File: src/design/csct_pkg.sv
package csct_pkg;

    // Widths of the payload fields.
    localparam int ID_FIELD_W = 16;
    localparam int CHANGE_W   = 2;

    // Item kinds.
    localparam logic KIND_ADD  = 1'b0;
    localparam logic KIND_TICK = 1'b1;

    // Change codes carried by a result.
    localparam logic [CHANGE_W-1:0] CHG_STARTED   = 2'd0;
    localparam logic [CHANGE_W-1:0] CHG_PERSISTED = 2'd1;
    localparam logic [CHANGE_W-1:0] CHG_ENDED     = 2'd2;

    // One input item.
    typedef struct packed {
        logic                  kind;
        logic [ID_FIELD_W-1:0] object_id;
    } t_in_item;

    // One result item.
    typedef struct packed {
        logic [CHANGE_W-1:0]   change;
        logic [ID_FIELD_W-1:0] other_id;
        logic                  last;
    } t_out_item;

    // Command broadcast from the sequencer to every cell.
    typedef struct packed {
        logic                  add_en;
        logic [ID_FIELD_W-1:0] add_id;
        logic                  step_cur;
        logic                  shift_prev;
        logic                  swap;
        logic [ID_FIELD_W-1:0] head_id;
    } t_cell_cmd;

    // Contents one cell hands to its left neighbor.
    typedef struct packed {
        logic                  cur_valid;
        logic [ID_FIELD_W-1:0] cur_id;
        logic                  prev_valid;
        logic [ID_FIELD_W-1:0] prev_id;
        logic                  prev_matched;
    } t_cell_link;

    // Per-cell status gathered by the sequencer.
    typedef struct packed {
        logic dup_hit;
        logic match_hit;
        logic pend;
    } t_cell_stat;

endpackage

File: src/design/csct_cell.sv
module csct_cell #(
    parameter int ID_W = 16
) (
    input  logic                i_clk,
    input  logic                i_rst_n,
    input  csct_pkg::t_cell_cmd  i_cmd,
    input  logic                i_left_valid,
    input  csct_pkg::t_cell_link i_right,
    output csct_pkg::t_cell_link o_link,
    output csct_pkg::t_cell_stat o_stat
);
    import csct_pkg::*;

    logic [ID_W-1:0] r_cur_id;
    logic            r_cur_valid;
    logic [ID_W-1:0] r_prev_id;
    logic            r_prev_valid;
    logic            r_matched;

    logic [ID_W-1:0] n_cur_id;
    logic            n_cur_valid;
    logic [ID_W-1:0] n_prev_id;
    logic            n_prev_valid;
    logic            n_matched;

    logic            w_pend;
    logic            w_match;
    logic            w_insert;

    // Compares against the broadcast identifiers.
    assign w_pend   = r_prev_valid && !r_matched;
    assign w_match  = w_pend && (r_prev_id == i_cmd.head_id[ID_W-1:0]);
    assign w_insert = i_cmd.add_en && !r_cur_valid && i_left_valid;

    assign o_stat.dup_hit   = r_cur_valid && (r_cur_id == i_cmd.add_id[ID_W-1:0]);
    assign o_stat.match_hit = w_match;
    assign o_stat.pend      = w_pend;

    assign o_link.cur_valid    = r_cur_valid;
    assign o_link.cur_id       = ID_FIELD_W'(r_cur_id);
    assign o_link.prev_valid   = r_prev_valid;
    assign o_link.prev_id      = ID_FIELD_W'(r_prev_id);
    assign o_link.prev_matched = r_matched;

    // Next contents: insert, rotate the current set, shift out the previous set, or swap.
    always_comb begin
        n_cur_id     = r_cur_id;
        n_cur_valid  = r_cur_valid;
        n_prev_id    = r_prev_id;
        n_prev_valid = r_prev_valid;
        n_matched    = r_matched;
        if (i_cmd.swap) begin
            n_prev_id    = r_cur_id;
            n_prev_valid = r_cur_valid;
            n_matched    = 1'b0;
            n_cur_valid  = 1'b0;
        end else begin
            if (w_insert) begin
                n_cur_id    = i_cmd.add_id[ID_W-1:0];
                n_cur_valid = 1'b1;
            end
            // The head entry wraps around into the last occupied cell.
            if (i_cmd.step_cur) begin
                if (r_cur_valid) begin
                    n_cur_id = i_right.cur_valid ? i_right.cur_id[ID_W-1:0]
                                                 : i_cmd.head_id[ID_W-1:0];
                end
                if (w_match) begin
                    n_matched = 1'b1;
                end
            end
            if (i_cmd.shift_prev) begin
                n_prev_id    = i_right.prev_id[ID_W-1:0];
                n_prev_valid = i_right.prev_valid;
                n_matched    = i_right.prev_matched;
            end
        end
    end

    // Valid and matched flags reset; identifiers do not.
    always_ff @(posedge i_clk) begin
        r_cur_id  <= n_cur_id;
        r_prev_id <= n_prev_id;
        if (!i_rst_n) begin
            r_cur_valid  <= 1'b0;
            r_prev_valid <= 1'b0;
            r_matched    <= 1'b0;
        end else begin
            r_cur_valid  <= n_cur_valid;
            r_prev_valid <= n_prev_valid;
            r_matched    <= n_matched;
        end
    end

endmodule

File: src/design/contact_set_change_tracker_core.sv
// An add leaves the sequencer idle: the input stays ready for the next item.
// A tick rotates the C current entries through the head cell, one per cycle while
// the output is free, then shifts out the previous entries, one per cycle unless an
// unmatched head waits for the output, then swaps the sets. Each result is registered.
// Synchronous active-low reset empties both sets and clears the output valid flag.
module contact_set_change_tracker_core #(
    parameter int MAX_CONTACTS = 16,
    parameter int ID_BITS      = 16
) (
    input  logic                i_clk,
    input  logic                i_rst_n,
    input  logic                i_in_valid,
    output logic                o_in_ready,
    input  csct_pkg::t_in_item  i_in_data,
    output logic                o_out_valid,
    input  logic                i_out_ready,
    output csct_pkg::t_out_item o_out_data
);
    import csct_pkg::*;

    localparam int MC      = MAX_CONTACTS;
    localparam int CNT_W   = $clog2(MAX_CONTACTS + 1);
    localparam int STORE_W = (ID_BITS < ID_FIELD_W) ? ID_BITS : ID_FIELD_W;

    typedef enum logic [1:0] {
        S_IDLE,
        S_CUR,
        S_END,
        S_SWAP
    } t_state;

    t_state     r_state, n_state;
    logic [CNT_W-1:0] r_cur_count, n_cur_count;
    logic [CNT_W-1:0] r_left, n_left;
    logic       r_out_valid, n_out_valid;
    t_out_item  r_out_data, n_out_data;

    t_cell_cmd  w_cmd;
    t_cell_link w_link  [MC];
    t_cell_link w_right [MC];
    t_cell_stat w_stat  [MC];
    logic [MC-1:0] w_cur_valid;
    logic [MC-1:0] w_dup;
    logic [MC-1:0] w_hit;
    logic [MC-1:0] w_pend;
    logic       w_in_fire;
    logic       w_out_free;
    logic       w_found;
    logic       w_pend_after;
    logic       w_rest_pend;

    // Row of cells; each takes its right neighbor's contents when shifting.
    for (genvar k = 0; k < MC; k++) begin : g_cell
        if (k == MC - 1) begin : g_tail
            assign w_right[k] = '0;
        end else begin : g_mid
            assign w_right[k] = w_link[k+1];
        end

        csct_cell #(
            .ID_W (STORE_W)
        ) u_cell (
            .i_clk        (i_clk),
            .i_rst_n      (i_rst_n),
            .i_cmd        (w_cmd),
            .i_left_valid ((k == 0) ? 1'b1 : w_cur_valid[(k == 0) ? 0 : k-1]),
            .i_right      (w_right[k]),
            .o_link       (w_link[k]),
            .o_stat       (w_stat[k])
        );

        assign w_cur_valid[k] = w_link[k].cur_valid;
        assign w_dup[k]       = w_stat[k].dup_hit;
        assign w_hit[k]       = w_stat[k].match_hit;
        assign w_pend[k]      = w_stat[k].pend;
    end

    // Handshake and summary flags.
    assign o_in_ready   = (r_state == S_IDLE);
    assign w_in_fire    = i_in_valid && o_in_ready;
    assign w_out_free   = !r_out_valid || i_out_ready;
    assign w_found      = |w_hit;
    assign w_pend_after = |(w_pend & ~w_hit);
    assign w_rest_pend  = |(w_pend >> 1);

    // Command broadcast to the row.
    always_comb begin
        w_cmd.add_en     = w_in_fire && (i_in_data.kind == KIND_ADD) && !(|w_dup)
                           && !w_cur_valid[MC-1];
        w_cmd.add_id     = i_in_data.object_id;
        w_cmd.step_cur   = (r_state == S_CUR) && w_out_free;
        w_cmd.shift_prev = (r_state == S_END) && (w_out_free || !w_pend[0]);
        w_cmd.swap       = (r_state == S_SWAP);
        w_cmd.head_id    = w_link[0].cur_id;
    end

    // Sequencer next state and result register.
    always_comb begin
        n_state     = r_state;
        n_cur_count = r_cur_count;
        n_left      = r_left;
        n_out_valid = r_out_valid;
        n_out_data  = r_out_data;
        if (i_out_ready) begin
            n_out_valid = 1'b0;
        end
        unique case (r_state)
            S_IDLE: begin
                if (w_cmd.add_en) begin
                    n_cur_count = r_cur_count + CNT_W'(1);
                end
                if (w_in_fire && (i_in_data.kind == KIND_TICK)) begin
                    n_left = r_cur_count;
                    if (r_cur_count != '0) begin
                        n_state = S_CUR;
                    end else if (|w_pend) begin
                        n_state = S_END;
                    end else begin
                        n_state = S_SWAP;
                    end
                end
            end
            S_CUR: begin
                if (w_out_free) begin
                    n_out_valid         = 1'b1;
                    n_out_data.change   = w_found ? CHG_PERSISTED : CHG_STARTED;
                    n_out_data.other_id = w_link[0].cur_id;
                    n_out_data.last     = (r_left == CNT_W'(1)) && !w_pend_after;
                    n_left              = r_left - CNT_W'(1);
                    if (r_left == CNT_W'(1)) begin
                        n_state = w_pend_after ? S_END : S_SWAP;
                    end
                end
            end
            S_END: begin
                // Matched entries at the head are dropped without a result.
                if (w_pend[0] && w_out_free) begin
                    n_out_valid         = 1'b1;
                    n_out_data.change   = CHG_ENDED;
                    n_out_data.other_id = w_link[0].prev_id;
                    n_out_data.last     = !w_rest_pend;
                    if (!w_rest_pend) begin
                        n_state = S_SWAP;
                    end
                end
            end
            S_SWAP: begin
                n_cur_count = '0;
                n_state     = S_IDLE;
            end
            default: begin
                n_state = S_IDLE;
            end
        endcase
    end

    always_ff @(posedge i_clk) begin
        r_out_data <= n_out_data;
        r_left     <= n_left;
        if (!i_rst_n) begin
            r_state     <= S_IDLE;
            r_cur_count <= '0;
            r_out_valid <= 1'b0;
        end else begin
            r_state     <= n_state;
            r_cur_count <= n_cur_count;
            r_out_valid <= n_out_valid;
        end
    end

    assign o_out_valid = r_out_valid;
    assign o_out_data  = r_out_data;

    // The current set always fills the row from the head without gaps.
    a_cur_packed: assert property (@(posedge i_clk) disable iff (!i_rst_n)
        ((w_cur_valid + MC'(1)) & w_cur_valid) == '0)
        else $error("current set has a gap");

    // The entry count tracks the occupied cells.
    a_count: assert property (@(posedge i_clk) disable iff (!i_rst_n)
        $countones(w_cur_valid) == int'(r_cur_count))
        else $error("current count out of step with cells");

    // A final result is only produced on the way to the swap.
    a_last: assert property (@(posedge i_clk) disable iff (!i_rst_n)
        (r_out_valid && r_out_data.last && !$stable(r_out_data))
            |-> (r_state == S_SWAP))
        else $error("last result produced outside the end of a tick");

    // After a swap the current set is empty.
    a_swap: assert property (@(posedge i_clk) disable iff (!i_rst_n)
        (r_state == S_SWAP) |=> (w_cur_valid == '0))
        else $error("current set not emptied by swap");

endmodule
File: config.mk
export PLATFORM = sky130hd
export DESIGN_NAME = contact_set_change_tracker_core
export DESIGN_NICKNAME = d
export VERILOG_FILES = /design/src/design/csct_pkg.sv /design/src/design/csct_cell.sv /design/src/design/contact_set_change_tracker_core.sv
export SDC_FILE = /design/constraint.sdc
export NUM_CORES = 2
export LEC_CHECK = 0
export ABC_CLOCK_PERIOD_IN_PS = 25400
export BUFFER_PORTS_ARGS = -buffer_cell sky130_fd_sc_hd__buf_4
export CAP_MARGIN = 25
export CORE_MARGIN = 2
export CORE_UTILIZATION = 42
export CTS_BUF_LIST = sky130_fd_sc_hd__clkbuf_4
export DETAILED_ROUTE_END_ITERATION = 16
export PLACE_DENSITY_LB_ADDON = 0.1
export SYNTH_ARGS = -nofsm -noshare
export SYNTH_HDL_FRONTEND = slang
export SYNTH_SLANG_ARGS = --single-unit
File: constraint.sdc
create_clock -name i_clk -period 25.4 [get_ports i_clk]
set_clock_uncertainty 0.15 [all_clocks]
set_input_delay 2.54 -clock i_clk [delete_from_list [all_inputs] [get_ports i_clk]]
set_output_delay 2.54 -clock i_clk [all_outputs]
set_load 0.02 [all_outputs]
==> PnR_summary.wiki <==
{| class="wikitable"
! Metric !! Value
|-
| Status || finished clean
|-
| Number of flops mapped to enable cells by yosys || 536
|-
| Post-Synthesis Net Count || 3411
|-
| Number of sinks handled by clock tree synthesis || 592
|-
| Tightest Hold Check Type || reg -> reg
|-
| Type of the setup path with the least slack || in -> reg
|-
| Switching part of the total power || 39.45%
|-
| Aggregate routed wire length || 139.3 mm
|-
| Transition time at the pin with the least slew margin || 1307 ps
|-
| Mean instance size in the synthesized netlist || 11.25 sq um
|-
| Data required time of the critical path || 26030 ps
|-
| Max rail drop VDD || 66.09 uV
|-
| Buffer count from post-CTS setup fixing || 0
|-
| Routed len/inst || 29.84 um
|-
| Most frequent standard cell in the layout excluding fill and tap cells || edfxtp_1
|-
| Clock-pin slew reported for the worst setup and hold paths after clock tree synthesis || 60 ps
|-
| Sum of overflow across all layers after global routing || 0
|-
| Number of filler cells placed in the layout || 8445
|-
| Top cell type by total area after synthesis || edfxtp_1
|-
| Met1 track utilization from global routing || 40.57%
|-
| CTS tree || built
|-
| Met2 Use GR || 45.19%
|-
| Cell chosen for the clock root || clkbuf_4
|-
| Post-route minimum period || 5957 ps
|-
| Sequential area share after synthesis || 45.26%
|-
| Placeable core region || 89870 sq um
|-
| Gr busiest metal || met2
|-
| RSZ-0062 raised after global routing || no
|-
| Die ar. || 92990 sq um
|-
| Total CTS buffers || 171
|-
| Via density per instance || 6.076
|-
| Combined global-route utilization of all metal layers || 29.45%
|-
| Post-synth top flop || edfxtp_1
|-
| Biggest area contributors in the synthesized netlist || edfxtp_1 (42%), mux2_2 (9.2%), xnor2_1 (6.8%)
|-
| Share of async-settable or async-resettable flops after synthesis || 0%
|-
| Number of cells upsized or downsized after cts || 0
|-
| Number of global-route vias before repair || 28022
|-
| Critical Path Sink Type || flop
|-
| Cells after synthesis || 3382
|-
| Sum Neg Setup Slack || 0 ps
|-
| Final setup violating endpoints || 0
|-
| Fin nets || 3388
|-
| Clock latency reported for the late side of the worst-skew pair || 1090 ps
|-
| Number of iterations in the first detailed-routing pass || 6
|-
| Share of post-route cells with drive strength above 1 || 24.86%
|-
| Source of the worst register-to-register timing path || r_state[0]
|-
| Top-level I/O count || 42
|-
| Most used cells in the layout excluding fill and tap cells || edfxtp_1 (536), nand2_1 (322), mux2_2 (312)
|-
| First DRT Iteration DRCs || 2969
|-
| Starting utilization of the core area || 42.32%
|-
| Combinational cell fraction of total power || 36.5%
|-
| CP arrival || 6580 ps
|-
| Synth Register Bits || 592
|-
| Maximum level of the CTS H-tree || 4
|-
| Start point of the critical path || i_in_data[6]
|-
| Half-perimeter wire length after detailed placement || 86.95 mm
|-
| Warnings, synthesis || 0
|-
| Wire length of the first global-routing pass || 200.5 mm
|-
| Number of different library cells in the post-synthesis netlist || 64
|-
| Height of the die || 304.9 um
|-
| Fin crit share || 23.45%
|-
| CP Launch Type || input port
|-
| CTS hold repair buffers || 0
|-
| Count of standard-cell rows || 110
|-
| Headroom to the max-slew limit || 12.84%
|-
| Max Slew Vio Count || 0
|-
| X dimension of the die || 304.9 um
|-
| Final RePlAce weighted congestion || 0.8770
|-
| Pin count of the biggest net entering global routing || 166
|-
| Clock network fraction of total power || 22.5%
|-
| Hold Vio Cnt, Final || 0
|-
| Post-synth design cell area || 38040 sq um
|-
| Maximum root-to-sink buffer count || 3
|-
| Number of nets with antenna violations after routing || 0
|-
| Sequential power share || 40.9%
|-
| Internal power of the cells || 2.540 mW
|-
| Number of maximum-capacitance violations || 0
|-
| Switching power total || 1.655 mW
|-
| Power density over cell area || 101.9 nW/um^2
|-
| Initial antenna violation count || 3
|-
| Largest fanout on the critical path || 46
|-
| Area of the multi-input gates || 19050 sq um
|-
| Startpoint of the lowest-slack hold path || g_cell[4].u_cell.r_cur_valid
|-
| GR Util met3 || 6.272%
|-
| Area growth from synthesis to layout || 8.181%
|-
| Seq. cell area || 17220 sq um
|-
| PortBufs || 41
|-
| Synth top area share || 42.31%
|-
| Leakage power of the design || 14.00 nW
|-
| Upper clock frequency limit || 167.9 MHz
|-
| Vias after detailed routing || 28364
|-
| Core Util, Final || 45.79%
|-
| Remaining routing DRC violations || 0
|}
[worst max-delay path, cell delays in order]
cell and delay (ps):
buf_4 240, buf_4 540, xor2_1 200, nor3_1 90, nand4_1 110, o22ai_1 260, nor2_4 850, buf_4 660
nand4_4 520, mux2_4 450
[final timing paths]
path | to | slack, ps | cells after the start
worst min-delay path | g_cell[4].u_cell.r_prev_valid | 340 | 2
worst max-delay path | g_cell[9].u_cell.r_cur_id[10] | 19440 | 10
worst max register to register | g_cell[9].u_cell.r_cur_id[10] | 20160 | 9
worst min register to register | g_cell[4].u_cell.r_prev_valid | 340 | 2
[kinds of logic (layout without fill, tap and decap cells)]
group | Yosys count | in the layout | share of synthesized area [%]
adders and majority gates | 8 | 8 | 0.2632
other | 0 | 1 | 0
DFF | 592 | 592 | 45.26
xor gates and xnor gates | 499 | 499 | 11.51
buffers and inverters | 357 | 466 | 4.921
AOI/OAI and AO/OA | 491 | 491 | 7.918
and+or+nand+nor | 793 | 793 | 11.00
muxes | 642 | 642 | 19.12
[power groups by stage]
stage                     registers, mW  logic [mW]  clock network (mW)
after CTS                          1.71        1.51               0.966
after global placement             1.73        1.49                   0
after floorplan                    1.65        1.03                   0
after global routing               1.74        1.62                1.01
after detailed placement           1.73        1.50                   0
final                              1.72        1.53               0.945
[synthesized netlist by cell type, drive strengths merged (2+ instances only)]
library cell / number
o211ai: 64
nand4: 134
xor2: 203
a311o: 2
xnor2: 296
clkbuf: 176
nor2: 87
o21a: 2
mux2i: 234
or4: 17
mux2: 408
a311oi: 2
a31oi: 15
o31a: 2
dfxtp: 56
a41oi: 15
and3b: 14
o32ai: 3
nor4: 68
inv: 33
nor3b: 19
and2: 18
edfxtp: 536
buf: 148
ha: 8
a22oi: 17
o21ai: 203
nor3: 18
o221ai: 2
a21oi: 117
nand2: 323
nor2b: 35
o22ai: 12
o221a: 14
and3: 2
o311ai: 14
nand3: 15
nand2b: 41
[metrics by stage]
stage	hold slack [ps]	instances	instance area [sq um]	setup slack, ps	power, mW
CTS	340.2	4661	41020	19660	4.186
floorplan	347.4	3382	38040	8809	2.685
global placement	328.7	4356	38800	18580	3.215
detailed placement	327.2	4356	38800	18500	3.226
global route	388.0	4668	41150	19420	4.367
finish	337.7	4668	41150	19440	4.195
[registers in the layout (all words and copies together) (netlist names)]
signal	flops
g_cell.u_cell.r_cur_valid	16
g_cell.u_cell.r_cur_id	256
r_cur_count	5
r_state	2
g_cell.u_cell.r_prev_valid	16
g_cell.u_cell.r_prev_id	256
g_cell.u_cell.r_matched	16
r_left	5
o_out_valid	1
o_out_data	19
[metal layers]
metal  vias up  part of all wire, %  wire length (um)
met4         0                  3.8              5283
li1      12411                    -                 -
met5         -                    0                 0
met2      1454                   45             62230
met1     14208                   43             59770
met3       291                  8.6             12000
[layout make-up]
| cell class | instances | share of cell area (%) |
|---|---|---|
| Timing Repair Buffer | 128 | 2.560 |
| Inverter | 33 | 0.3193 |
| Antenna cell | 1 | 0.006081 |
| Tap cell | 1176 | 3.576 |
| Sequential cell | 592 | 41.85 |
| Clock buffer | 268 | 4.889 |
| Multi-Input combinational cell | 2433 | 46.29 |
| Clock inverter | 37 | 0.5078 |
Note: power is estimated with default switching activity, not from simulation.
